### src/rtl/pdfm_pkg.sv
// Package for the pulse duty and frequency meter.
// Holds field widths, register defaults, register indexes and the queue entry type.
// No dependencies.
`timescale 1ns / 1ps

package pdfm_pkg;

	localparam int CAPTURE_W   = 16;
	localparam int SCALE_W     = 7;
	localparam int NUM_W       = 24;
	localparam int PERIOD_W    = 22;
	localparam int SUM_W       = PERIOD_W + 1;
	localparam int DUTY_W      = 7;
	localparam int PROD_W      = CAPTURE_W + SCALE_W;
	localparam int DIVIDEND_W  = PERIOD_W + 7;
	localparam int DIV_STEPS   = DIVIDEND_W;
	localparam int IN_TDATA_W  = 16;
	localparam int OUT_TDATA_W = 80;
	localparam int CFG_DATA_W  = NUM_W;
	localparam int CFG_IDX_W   = 2;

	localparam logic [PERIOD_W-1:0]   PERIOD_MAX      = {PERIOD_W{1'b1}};
	localparam logic [DIVIDEND_W-1:0] PERCENT         = DIVIDEND_W'(100);
	localparam logic [SCALE_W-1:0]    SCALE_RESET     = SCALE_W'(4);
	localparam logic [NUM_W-1:0]      NUMERATOR_RESET = NUM_W'(1000000);
	localparam logic                  EDGE_RESET      = 1'b0;

	localparam int QUEUE_DEPTH_DEF = 2;

	typedef enum logic [CFG_IDX_W-1:0] {
		CFG_STARTING_EDGE  = 2'd0,
		CFG_TICK_SCALE     = 2'd1,
		CFG_FREQ_NUMERATOR = 2'd2
	} cfg_idx_t;

	// One measured event handed from the front to the back.
	typedef struct packed {
		logic [PERIOD_W-1:0] high;
		logic [PERIOD_W-1:0] low;
		logic                next_falling;
	} pdfm_entry_t;

	// Reload of the awaited edge polarity from a configuration write.
	typedef struct packed {
		logic load;
		logic value;
	} pdfm_edge_load_t;

endpackage

### src/rtl/pdfm_front.sv
// Front end of the meter: accepts capture timestamps, tracks the awaited edge
// and produces the scaled high and low periods. Depends on pdfm_pkg.
`timescale 1ns / 1ps

module pdfm_front
	import pdfm_pkg::*;
(
	input  logic                 clk,
	input  logic                 arst_n,
	input  logic                 capture_valid,
	output logic                 capture_ready,
	input  logic [CAPTURE_W-1:0] capture_time,
	input  logic [SCALE_W-1:0]   tick_scale,
	input  pdfm_edge_load_t      edge_load,
	input  logic                 q_full,
	output logic                 push,
	output pdfm_entry_t          push_data
);

	logic                 expect_falling_q;
	logic [CAPTURE_W-1:0] last_capture_q;
	logic [PERIOD_W-1:0]  high_q;
	logic [PERIOD_W-1:0]  low_q;
	logic [CAPTURE_W-1:0] delta;
	logic [PROD_W-1:0]    prod;
	logic [PERIOD_W-1:0]  period;

	assign capture_ready = !q_full;
	assign push          = capture_valid && capture_ready;

	// The counter difference wraps naturally at the capture width.
	assign delta  = capture_time - last_capture_q;
	assign prod   = PROD_W'(delta) * PROD_W'(tick_scale);
	assign period = (prod > PROD_W'(PERIOD_MAX)) ? PERIOD_MAX : prod[PERIOD_W-1:0];

	always_comb begin
		push_data.high         = expect_falling_q ? period : high_q;
		push_data.low          = expect_falling_q ? low_q : period;
		push_data.next_falling = !expect_falling_q;
	end

	always_ff @(posedge clk or negedge arst_n) begin
		if (!arst_n) begin
			expect_falling_q <= EDGE_RESET;
			last_capture_q   <= '0;
			high_q           <= '0;
			low_q            <= '0;
		end else if (edge_load.load) begin
			expect_falling_q <= edge_load.value;
		end else if (push) begin
			expect_falling_q <= !expect_falling_q;
			last_capture_q   <= capture_time;
			high_q           <= push_data.high;
			low_q            <= push_data.low;
		end
	end

endmodule

### src/rtl/pdfm_queue.sv
// Short register queue between the front end and the divider back end.
// Depends on pdfm_pkg for the entry type.
`timescale 1ns / 1ps

module pdfm_queue
	import pdfm_pkg::*;
#(
	parameter int DEPTH = QUEUE_DEPTH_DEF
) (
	input  logic        clk,
	input  logic        arst_n,
	input  logic        push,
	input  pdfm_entry_t push_data,
	input  logic        pop,
	output pdfm_entry_t pop_data,
	output logic        full,
	output logic        empty
);

	localparam int PTR_W = (DEPTH > 1) ? $clog2(DEPTH) : 1;
	localparam int CNT_W = $clog2(DEPTH + 1);

	pdfm_entry_t      mem_q [DEPTH];
	logic [PTR_W-1:0] wr_ptr_q;
	logic [PTR_W-1:0] rd_ptr_q;
	logic [CNT_W-1:0] count_q;

	assign full     = (count_q == CNT_W'(DEPTH));
	assign empty    = (count_q == '0);
	assign pop_data = mem_q[rd_ptr_q];

	always_ff @(posedge clk) begin
		if (push) begin
			mem_q[wr_ptr_q] <= push_data;
		end
	end

	always_ff @(posedge clk or negedge arst_n) begin
		if (!arst_n) begin
			wr_ptr_q <= '0;
			rd_ptr_q <= '0;
			count_q  <= '0;
		end else begin
			if (push) begin
				wr_ptr_q <= (wr_ptr_q == PTR_W'(DEPTH - 1)) ? '0 : wr_ptr_q + 1'b1;
			end
			if (pop) begin
				rd_ptr_q <= (rd_ptr_q == PTR_W'(DEPTH - 1)) ? '0 : rd_ptr_q + 1'b1;
			end
			if (push && !pop) begin
				count_q <= count_q + 1'b1;
			end else if (pop && !push) begin
				count_q <= count_q - 1'b1;
			end
		end
	end

endmodule

### src/rtl/pdfm_back.sv
// Back end of the meter: computes duty and frequency with a shared-step
// restoring divider and holds the result in an output register. Depends on pdfm_pkg.
`timescale 1ns / 1ps

module pdfm_back
	import pdfm_pkg::*;
(
	input  logic                   clk,
	input  logic                   arst_n,
	input  logic                   q_empty,
	input  pdfm_entry_t            q_data,
	output logic                   pop,
	input  logic [NUM_W-1:0]       freq_numerator,
	output logic                   out_valid,
	input  logic                   out_ready,
	output logic [OUT_TDATA_W-1:0] out_data,
	output logic                   out_invalid
);

	localparam int STEP_W = $clog2(DIV_STEPS);
	localparam int PAD_W  = OUT_TDATA_W - 2 * PERIOD_W - DUTY_W - NUM_W - 1;

	typedef enum logic [3:0] {
		ST_IDLE = 4'b0001,
		ST_LOAD = 4'b0010,
		ST_DIV  = 4'b0100,
		ST_OUT  = 4'b1000
	} state_t;

	state_t                  state_q;
	pdfm_entry_t             ent_q;
	logic [SUM_W-1:0]        sum_q;
	logic [DIVIDEND_W-1:0]   duty_dq_q;
	logic [DIVIDEND_W-1:0]   freq_dq_q;
	logic [SUM_W-1:0]        duty_rem_q;
	logic [SUM_W-1:0]        freq_rem_q;
	logic [STEP_W-1:0]       step_q;
	logic                    invalid_q;
	logic                    out_valid_q;
	logic [OUT_TDATA_W-1:0]  out_data_q;
	logic                    out_invalid_q;

	logic [SUM_W-1:0]        sum;
	logic [SUM_W:0]          duty_trial;
	logic [SUM_W:0]          freq_trial;
	logic                    duty_ge;
	logic                    freq_ge;
	logic                    out_load;

	assign sum = SUM_W'(ent_q.high) + SUM_W'(ent_q.low);

	// Both quotients are built in lock step against the same divisor.
	assign duty_trial = {duty_rem_q, duty_dq_q[DIVIDEND_W-1]};
	assign freq_trial = {freq_rem_q, freq_dq_q[DIVIDEND_W-1]};
	assign duty_ge    = duty_trial >= {1'b0, sum_q};
	assign freq_ge    = freq_trial >= {1'b0, sum_q};

	assign pop      = (state_q == ST_IDLE) && !q_empty;
	assign out_load = (state_q == ST_OUT) && (!out_valid_q || out_ready);

	assign out_valid   = out_valid_q;
	assign out_data    = out_data_q;
	assign out_invalid = out_invalid_q;

	always_ff @(posedge clk) begin
		case (state_q)
			ST_IDLE: begin
				if (pop) begin
					ent_q <= q_data;
				end
			end
			ST_LOAD: begin
				sum_q      <= sum;
				duty_rem_q <= '0;
				freq_rem_q <= '0;
				step_q     <= '0;
				invalid_q  <= (sum == '0);
				if (sum == '0) begin
					duty_dq_q <= '0;
					freq_dq_q <= '0;
				end else begin
					duty_dq_q <= DIVIDEND_W'(ent_q.high) * PERCENT;
					freq_dq_q <= DIVIDEND_W'(freq_numerator);
				end
			end
			ST_DIV: begin
				step_q     <= step_q + 1'b1;
				duty_rem_q <= duty_ge ? SUM_W'(duty_trial - {1'b0, sum_q})
					: duty_trial[SUM_W-1:0];
				freq_rem_q <= freq_ge ? SUM_W'(freq_trial - {1'b0, sum_q})
					: freq_trial[SUM_W-1:0];
				duty_dq_q  <= {duty_dq_q[DIVIDEND_W-2:0], duty_ge};
				freq_dq_q  <= {freq_dq_q[DIVIDEND_W-2:0], freq_ge};
			end
			default: begin
			end
		endcase
		if (out_load) begin
			out_data_q    <= {PAD_W'(0), ent_q.next_falling, freq_dq_q[NUM_W-1:0],
				duty_dq_q[DUTY_W-1:0], ent_q.low, ent_q.high};
			out_invalid_q <= invalid_q;
		end
	end

	always_ff @(posedge clk or negedge arst_n) begin
		if (!arst_n) begin
			state_q     <= ST_IDLE;
			out_valid_q <= 1'b0;
		end else begin
			case (state_q)
				ST_IDLE: begin
					if (pop) begin
						state_q <= ST_LOAD;
					end
				end
				ST_LOAD: begin
					state_q <= (sum == '0) ? ST_OUT : ST_DIV;
				end
				ST_DIV: begin
					if (step_q == STEP_W'(DIV_STEPS - 1)) begin
						state_q <= ST_OUT;
					end
				end
				ST_OUT: begin
					if (out_load) begin
						state_q <= ST_IDLE;
					end
				end
				default: begin
					state_q <= ST_IDLE;
				end
			endcase
			if (out_load) begin
				out_valid_q <= 1'b1;
			end else if (out_ready) begin
				out_valid_q <= 1'b0;
			end
		end
	end

endmodule

### src/rtl/pulse_duty_frequency_meter.sv
// Top level of the pulse duty and frequency meter: configuration registers,
// front end, queue and divider back end. Depends on pdfm_pkg and the pdfm_* modules.
//
// Channel        Direction  Signals                          Content
// capture in     slave      s_axis_tvalid/tready/tdata[15:0] capture_time
// result out     master     m_axis_tvalid/tready/tdata[79:0] periods, duty, frequency, edge
//                           m_axis_tuser                     period_invalid
// configuration  write      cfg_we/cfg_index/cfg_data        starting_edge, tick_scale,
//                                                            freq_numerator
//
// Each event passes through the back end in order: pick-up from the queue, forming the sum
// and the percent product, 29 divider steps (skipped when the sum is zero), output load.
// The front end accepts a capture whenever the queue has room.
// Reset is asynchronous, returns all control state to its reset values and clears the front end's measurement state.
// A stalled output holds the back end; the front keeps accepting until the queue fills.
`timescale 1ns / 1ps

module pulse_duty_frequency_meter
	import pdfm_pkg::*;
#(
	parameter int QUEUE_DEPTH = QUEUE_DEPTH_DEF
) (
	input  logic                   clk,
	input  logic                   arst_n,
	input  logic                   s_axis_tvalid,
	output logic                   s_axis_tready,
	input  logic [IN_TDATA_W-1:0]  s_axis_tdata,  // [15:0] capture_time
	output logic                   m_axis_tvalid,
	input  logic                   m_axis_tready,
	// [21:0] on_period, [43:22] off_period, [50:44] duty_percent,
	// [74:51] frequency_hz, [75] next_edge_falling, [79:76] zero
	output logic [OUT_TDATA_W-1:0] m_axis_tdata,
	output logic                   m_axis_tuser,  // [0] period_invalid
	input  logic                   cfg_we,
	input  logic [CFG_IDX_W-1:0]   cfg_index,
	input  logic [CFG_DATA_W-1:0]  cfg_data
);

	logic [SCALE_W-1:0] tick_scale_q;
	logic [NUM_W-1:0]   freq_numerator_q;
	pdfm_edge_load_t    edge_load;
	logic               q_push;
	logic               q_pop;
	logic               q_full;
	logic               q_empty;
	pdfm_entry_t        q_push_data;
	pdfm_entry_t        q_pop_data;

	always_comb begin
		edge_load.load  = cfg_we && (cfg_index == CFG_STARTING_EDGE);
		edge_load.value = cfg_data[0];
	end

	always_ff @(posedge clk or negedge arst_n) begin
		if (!arst_n) begin
			tick_scale_q     <= SCALE_RESET;
			freq_numerator_q <= NUMERATOR_RESET;
		end else if (cfg_we) begin
			case (cfg_index)
				CFG_TICK_SCALE:     tick_scale_q     <= cfg_data[SCALE_W-1:0];
				CFG_FREQ_NUMERATOR: freq_numerator_q <= cfg_data[NUM_W-1:0];
				default: begin
				end
			endcase
		end
	end

	pdfm_front u_front (
		.clk           (clk),
		.arst_n        (arst_n),
		.capture_valid (s_axis_tvalid),
		.capture_ready (s_axis_tready),
		.capture_time  (s_axis_tdata[CAPTURE_W-1:0]),
		.tick_scale    (tick_scale_q),
		.edge_load     (edge_load),
		.q_full        (q_full),
		.push          (q_push),
		.push_data     (q_push_data)
	);

	pdfm_queue #(
		.DEPTH (QUEUE_DEPTH)
	) u_queue (
		.clk       (clk),
		.arst_n    (arst_n),
		.push      (q_push),
		.push_data (q_push_data),
		.pop       (q_pop),
		.pop_data  (q_pop_data),
		.full      (q_full),
		.empty     (q_empty)
	);

	pdfm_back u_back (
		.clk            (clk),
		.arst_n         (arst_n),
		.q_empty        (q_empty),
		.q_data         (q_pop_data),
		.pop            (q_pop),
		.freq_numerator (freq_numerator_q),
		.out_valid      (m_axis_tvalid),
		.out_ready      (m_axis_tready),
		.out_data       (m_axis_tdata),
		.out_invalid    (m_axis_tuser)
	);

`ifndef ASSERT_OFF
	a_no_push_when_full: assert property (@(posedge clk) disable iff (!arst_n)
		q_push |-> !q_full)
		else $error("capture transaction taken with the queue full");

	a_no_pop_when_empty: assert property (@(posedge clk) disable iff (!arst_n)
		q_pop |-> !q_empty)
		else $error("back end popped an empty queue");

	a_invalid_zeroes: assert property (@(posedge clk) disable iff (!arst_n)
		(m_axis_tvalid && m_axis_tuser) |-> (m_axis_tdata[74:44] == '0))
		else $error("invalid period with nonzero duty or frequency");

	a_duty_range: assert property (@(posedge clk) disable iff (!arst_n)
		m_axis_tvalid |-> (m_axis_tdata[50:44] <= 7'd100))
		else $error("duty above one hundred percent");
`endif

endmodule
### config.mk
export PLATFORM = sky130hd
export DESIGN_NAME = pulse_duty_frequency_meter
export DESIGN_NICKNAME = d
export VERILOG_FILES = /design/src/rtl/pdfm_pkg.sv /design/src/rtl/pdfm_front.sv /design/src/rtl/pdfm_queue.sv /design/src/rtl/pdfm_back.sv /design/src/rtl/pulse_duty_frequency_meter.sv
export SDC_FILE = /design/constraint.sdc
export NUM_CORES = 1
export LEC_CHECK = 0
export BUFFER_PORTS_ARGS = -buffer_cell sky130_fd_sc_hd__buf_2
export CAP_MARGIN = 20
export CORE_AREA = 2 2 203 254
export CTS_CLUSTER_SIZE = 16
export DETAILED_ROUTE_END_ITERATION = 8
export DIE_AREA = 0 0 205 256
export PLACE_DENSITY_LB_ADDON = 0.3
export SYNTH_ARGS = -nofsm -noshare
export SYNTH_HDL_FRONTEND = slang
export SYNTH_SLANG_ARGS = --single-unit
### constraint.sdc
create_clock -name clk -period 17.9 [get_ports clk]
set_clock_uncertainty 0.15 [all_clocks]
set_input_delay 3.58 -clock clk [delete_from_list [all_inputs] [get_ports clk]]
set_output_delay 3.58 -clock clk [all_outputs]
set_load 0.03 [all_outputs]
==> out/results.tsv, run 1 <==
metric	value	unit
htree_num_levels	2	
synthToLayoutAreaGrowth	10.6	%
drtIter0Drc	1111	
end_kind	flip-flop	
ys.flop_type	edfxtp_1	
cp_max_fo	20	
fin_crit_sh	59.9	%
dr.pass1.iters	5	
critPathKind	in2reg	
clockRootBuffer	clkbuf_16	
report.final.slew_viol_count	0	
min_path_type	reg2reg	
rrSetupSlack	9.87	ns
finalCriticalPeriod	10.72	ns
gp_congestion	0.903	
die_h	256	um
ys_seq_area_share	47.3	%
fp-row-count	92	
cts_resized	0	
cts_setup_buffers	0	
start_util	54.3	%
dieArea	52500	sq um
syn_inst	2460	
grt_use_total	23.2	%
slew_headroom	33.9	%
drtAntennaViolNets	0	
gr-total-overflow	0	
cts.sink_count	446	
async_flop_share	22.6	%
setup_ws	7.18	ns
antenna_found_initial	0	
first_global_vias	19200	
yosysWarnings	0	
worst_ep_required_time	18.08	ns
setup_violations	0	
placed_cell_area	28500	sq um
nNetsFinal	2895	
cpPeakStageDelay	0.55	ns
cts_buffers	45	
port_buffers	125	
via_per_inst	5.72	
finalHoldViolCount	0	
cp_slowest_cell	fa_1	
mostFrequentLayoutCells	345 x edfxtp_1, 258 x inv_1, 198 x ha_1, 191 x nor2_1, 159 x nand2_1	
synth_edf_count	345	
post-place-ws	6.11	ns
antenna-diode-count	0	
synth_area_per_cell	11.1	sq um
clkLatencyLatePin	0.59	ns
vias	18600	
wl	59400	um
synth-seq-cells	446	
core_area	50200	sq um
grt_pass1_wl	97500	um
rsz0062_at_grt	no	
wl_per_cell	18.3	um
multi_input_area	13100	sq um
drive_above_1_share	13.6	%
tightest_slew	0.990	ns
status	completed	
path_common_cell	fa_1	
final_common_cell	edfxtp_1	
startpoint_type	input pin	
hpwl	42800	um
maxCapViolations	0	
grt_max_degree	67	
fmaxAchievable	93.2	MHz
final.fill_count	4046	
cts_max_path_buffers	3	
ctsHoldBuffers	0	
dieWidth	205	um
netlist_area	27200	sq um
finalSetupTns	0	ns
seq_area	12900	sq um
cts_tree	done	
final_core_utilization	60.0	%
drc	0	
synthDistinctLibCells	75	
clk_pin_slew	0.06	ns
cp.arrival	10.91	ns
final_cell_area	30100	sq um
io_pins	130	
==> cells in the mapped netlist (6+ instances only) <==
cell type / number / share of area [%]
inv_1: 258 / 3.6
a31oi_1: 18 / 0.41
nand2_1: 160 / 2.2
xnor2_1: 64 / 2.1
mux2_2: 101 / 4.2
nor4b_1: 7 / 0.23
nand2b_1: 17 / 0.39
ha_1: 198 / 9.1
o21bai_1: 11 / 0.30
nand4_1: 21 / 0.48
a2111oi_0: 6 / 0.19
edfxtp_1: 345 / 38
clkbuf_1: 72 / 0.99
o21a_1: 15 / 0.41
o211ai_1: 15 / 0.41
fa_1: 90 / 6.6
o21ai_0: 59 / 1.1
nor3_1: 31 / 0.57
xor2_1: 40 / 1.3
a211oi_1: 23 / 0.63
nor4_1: 6 / 0.14
o41ai_1: 6 / 0.19
nand3_1: 44 / 0.81
buf_2: 13 / 0.24
mux2i_1: 34 / 1.2
nor2_1: 193 / 2.7
o21ai_1: 11 / 0.20
dfstp_2: 9 / 0.87
and3_1: 16 / 0.37
nand3b_1: 8 / 0.22
dfrtp_1: 92 / 8.5
o31a_1: 7 / 0.23
buf_1: 6 / 0.083
or2_2: 8 / 0.18
a21o_1: 43 / 1.2
o31ai_1: 54 / 1.5
and2_1: 93 / 2.1
nor2b_1: 23 / 0.53
a211o_1: 6 / 0.19
or3_1: 20 / 0.46
a21oi_1: 140 / 2.6
==> layout make-up <==
type	instances	share of cell area (%)
clock buffers	60	4.09
clock inverters	23	1.10
inverters	260	3.24
multi-input cells	1661	43.3
flip-flops and latches	446	42.8
well taps	658	2.73
repair buffers	146	2.71
==> registers in the layout, summed over array words and instances, names as in the netlist, 2 cells and up <==
name and flops:
u_front.high_q 22, u_back.freq_rem_q 23, u_front.low_q 22, u_back.sum_q 23, tick_scale_q 7, u_front.last_capture_q 16, u_back.step_q 5, u_back.out_data 76
u_back.state_q 4, u_back.ent_q 45, u_back.duty_rem_q 23, u_queue.count_q 2, freq_numerator_q 24, u_queue.mem_q 90, u_back.freq_dq_q 29, u_back.duty_dq_q 29
==> per-stage QoR <==
stage	hold WS (ns)	instances
floorplan	0.250	2463
global placement	0.269	3167
detailed placement	0.265	3167
CTS	0.281	3250
global route	0.295	3254
finish	0.271	3254
==> routing by layer <==
metal | wire (um) | vias to the layer above | global-route usage, %
met4 | 2330 | 0 | 9.47
li1 | - | 8913 | -
met1 | 24200 | 9222 | 27.5
met2 | 30900 | 363 | 42.1
met5 | 0 | - | 0
met3 | 2000 | 124 | 3.11
==> critical path, delay by kind of cell <==
| kind | cells | cell delay, ns |
|---|---|---|
| multiplexers | 1 | 0.29 |
| adder cells (fa/ha/maj) | 7 | 2.79 |
| buffers and inverters | 7 | 0.80 |
| AND/OR/NAND/NOR | 6 | 1.65 |
| AO/OA/AOI/OAI | 8 | 1.82 |
==> final timing paths <==
path / startpoint / end / cells after the start
hold reg to reg: u_back.ent_q[0] / u_back.out_data[75] / 0
setup reg to reg: u_front.last_capture_q[1] / u_queue.mem_q[1][41] / 26
max in group asynchronous: arst_n / u_front.low_q[20] / 2
min in group asynchronous: arst_n / u_front.last_capture_q[7] / 1
setup / recovery: s_axis_tdata[0] / u_queue.mem_q[1][41] / 29
hold / removal: u_back.ent_q[0] / u_back.out_data[75] / 0
==> cell families after synthesis <==
family,count (synthesis),share of synthesized area (%)
other cells,1,0.0138
xor+xnor,104,3.34
flops,446,47.3
fa+ha+maj,288,15.7
mux,135,5.42
compound gates,463,11.1
simple gates,667,12.0
buf+inv,356,5.03
Power of run 1 is left out: the tool's default activity adds up to more than one toggle a clock period on the data nets, which glitch-free logic cannot reach.
==> run 2, diff against run 1 <==
==> constraint.sdc (replaced) <==
create_clock -name clk -period 9.3 [get_ports clk]
set_clock_uncertainty 0.15 [all_clocks]
set_input_delay 1.86 -clock clk [delete_from_list [all_inputs] [get_ports clk]]
set_output_delay 1.86 -clock clk [all_outputs]
set_load 0.03 [all_outputs]
==> run 2 against run 1 <==
Compared with the run above:
- global-route usage is 0.30 points lower
- sequential share of layout area down 0.20 points
- worst setup slack worse by 6.5 ns
==> out/results.tsv, run 2 (synthesis results as in run 1) <==
metric	value	unit
wl	58800	um
critPathBufInv	5	
end_kind	flip-flop	
largest_reg_flops	90	
clk_pin_slew	0.06	ns
fp-row-count	92	
antenna_found_initial	1	
gp_congestion	0.894	
finalHoldViolCount	0	
nNetsFinal	2899	
first_global_vias	19100	
drtAntennaViolNets	0	
path_common_cell	fa_1	
mostFrequentLayoutCells	345 x edfxtp_1, 258 x inv_1, 198 x ha_1, 191 x nor2_1, 159 x nand2_1	
cpLargestDelayFamily	adder cells	
clockRootBuffer	clkbuf_16	
drtIter0Drc	1064	
report.final.slew_viol_count	0	
drive_above_1_share	14.1	%
slew_headroom	34.3	%
die_h	256	um
hpwl	42700	um
grt_pass1_wl	96700	um
timing.hold.ws	0.273	ns
synthToLayoutAreaGrowth	11.1	%
io_pins	130	
cts_max_path_buffers	3	
top_register	u_queue.mem_q	
multi_input_area	13100	sq um
cp.arrival	8.85	ns
cts_tree	done	
startpoint_type	input pin	
cts.sink_count	446	
fmaxAchievable	116	MHz
via_per_inst	5.70	
cts_buffers	45	
grt_use_total	22.9	%
start_util	54.3	%
finalCriticalPeriod	8.66	ns
worst_ep_required_time	9.49	ns
min_path_type	reg2reg	
final_common_cell	edfxtp_1	
core_area	50200	sq um
gr-total-overflow	0	
cp_max_fo	4	
htree_num_levels	2	
grt_max_degree	65	
cp_slowest_cell	fa_1	
placed_cell_area	28500	sq um
seq_area	12900	sq um
tightest_slew	0.984	ns
dieArea	52500	sq um
vias	18600	
fin_crit_sh	93.1	%
cpPeakStageDelay	0.54	ns
dr.pass1.iters	7	
critPathKind	in2reg	
wl_per_cell	18.0	um
rsz0062_at_grt	no	
clkLatencyLatePin	0.60	ns
dieWidth	205	um
status	completed	
drc	0	
final.fill_count	4095	
finalSetupTns	0	ns
maxCapViolations	0	
port_buffers	125	
setup_violations	0	
final_cell_area	30300	sq um
-- run 2: changes by cell type in the layout (fill, tap and decap cells not counted), sizes merged --
cell,previous run,this run
buf,145,150
bufinv,7,9
clkbuf,61,52
clkinv,13,14
clkinvlp,2,3
diode,0,1
inv,261,266
-- run 2: area by class of cell --
cell class                      count  share of cell area [%]
Antenna cell                        1                 0.00826
Clock buffer                       52                    3.91
Inverter                          260                    3.22
Clock inverter                     32                    1.60
Tap cell                          658                    2.72
Timing Repair Buffer              150                    2.80
Sequential cell                   446                    42.6
Multi-Input combinational cell   1661                    43.1
-- run 2: what timing repair did --
| item | in CTS | in global routing |
|---|---|---|
| endpoints found under the setup margin | 0 | 6 |
| resized for setup | 0 | 4 |
| hold buffers | 0 | 0 |
| setup buffers | 0 | 0 |
-- run 2: per-stage QoR --
stage / instances / worst slack (ns) / util [%]
after floorplan: 2463 / 0.428 / -
after global placement: 3173 / 0.0521 / 56.9
after CTS: 3257 / 0.485 / 60.2
after detailed placement: 3173 / -0.104 / 56.9
final: 3260 / 0.643 / 60.3
after global routing: 3260 / 0.0453 / 60.3
-- run 2: per-layer routing --
layer  routed length, um  up-vias  track usage [%]
met5                   0        -                0
met3                2030      130             2.74
met1               23800     9157             27.2
li1                    -     8949                -
met4                2090        0             8.47
met2               30900      362             42.1
-- run 2: worst paths after layout --
kind	to	from	cells after the start	slack, ns
worst min register to register	u_back.out_data[75]	u_back.ent_q[0]	0	0.27
max in group asynchronous	u_front.high_q[15]	arst_n	2	6.69
worst min-delay path	u_back.out_data[75]	u_back.ent_q[0]	0	0.27
worst max register to register	u_queue.mem_q[0][22]	u_front.last_capture_q[0]	28	1.74
worst max-delay path	u_queue.mem_q[0][22]	s_axis_tdata[0]	30	0.64
min in group asynchronous	u_front.last_capture_q[8]	arst_n	1	1.15
Power of run 2 is left out for the same reason.
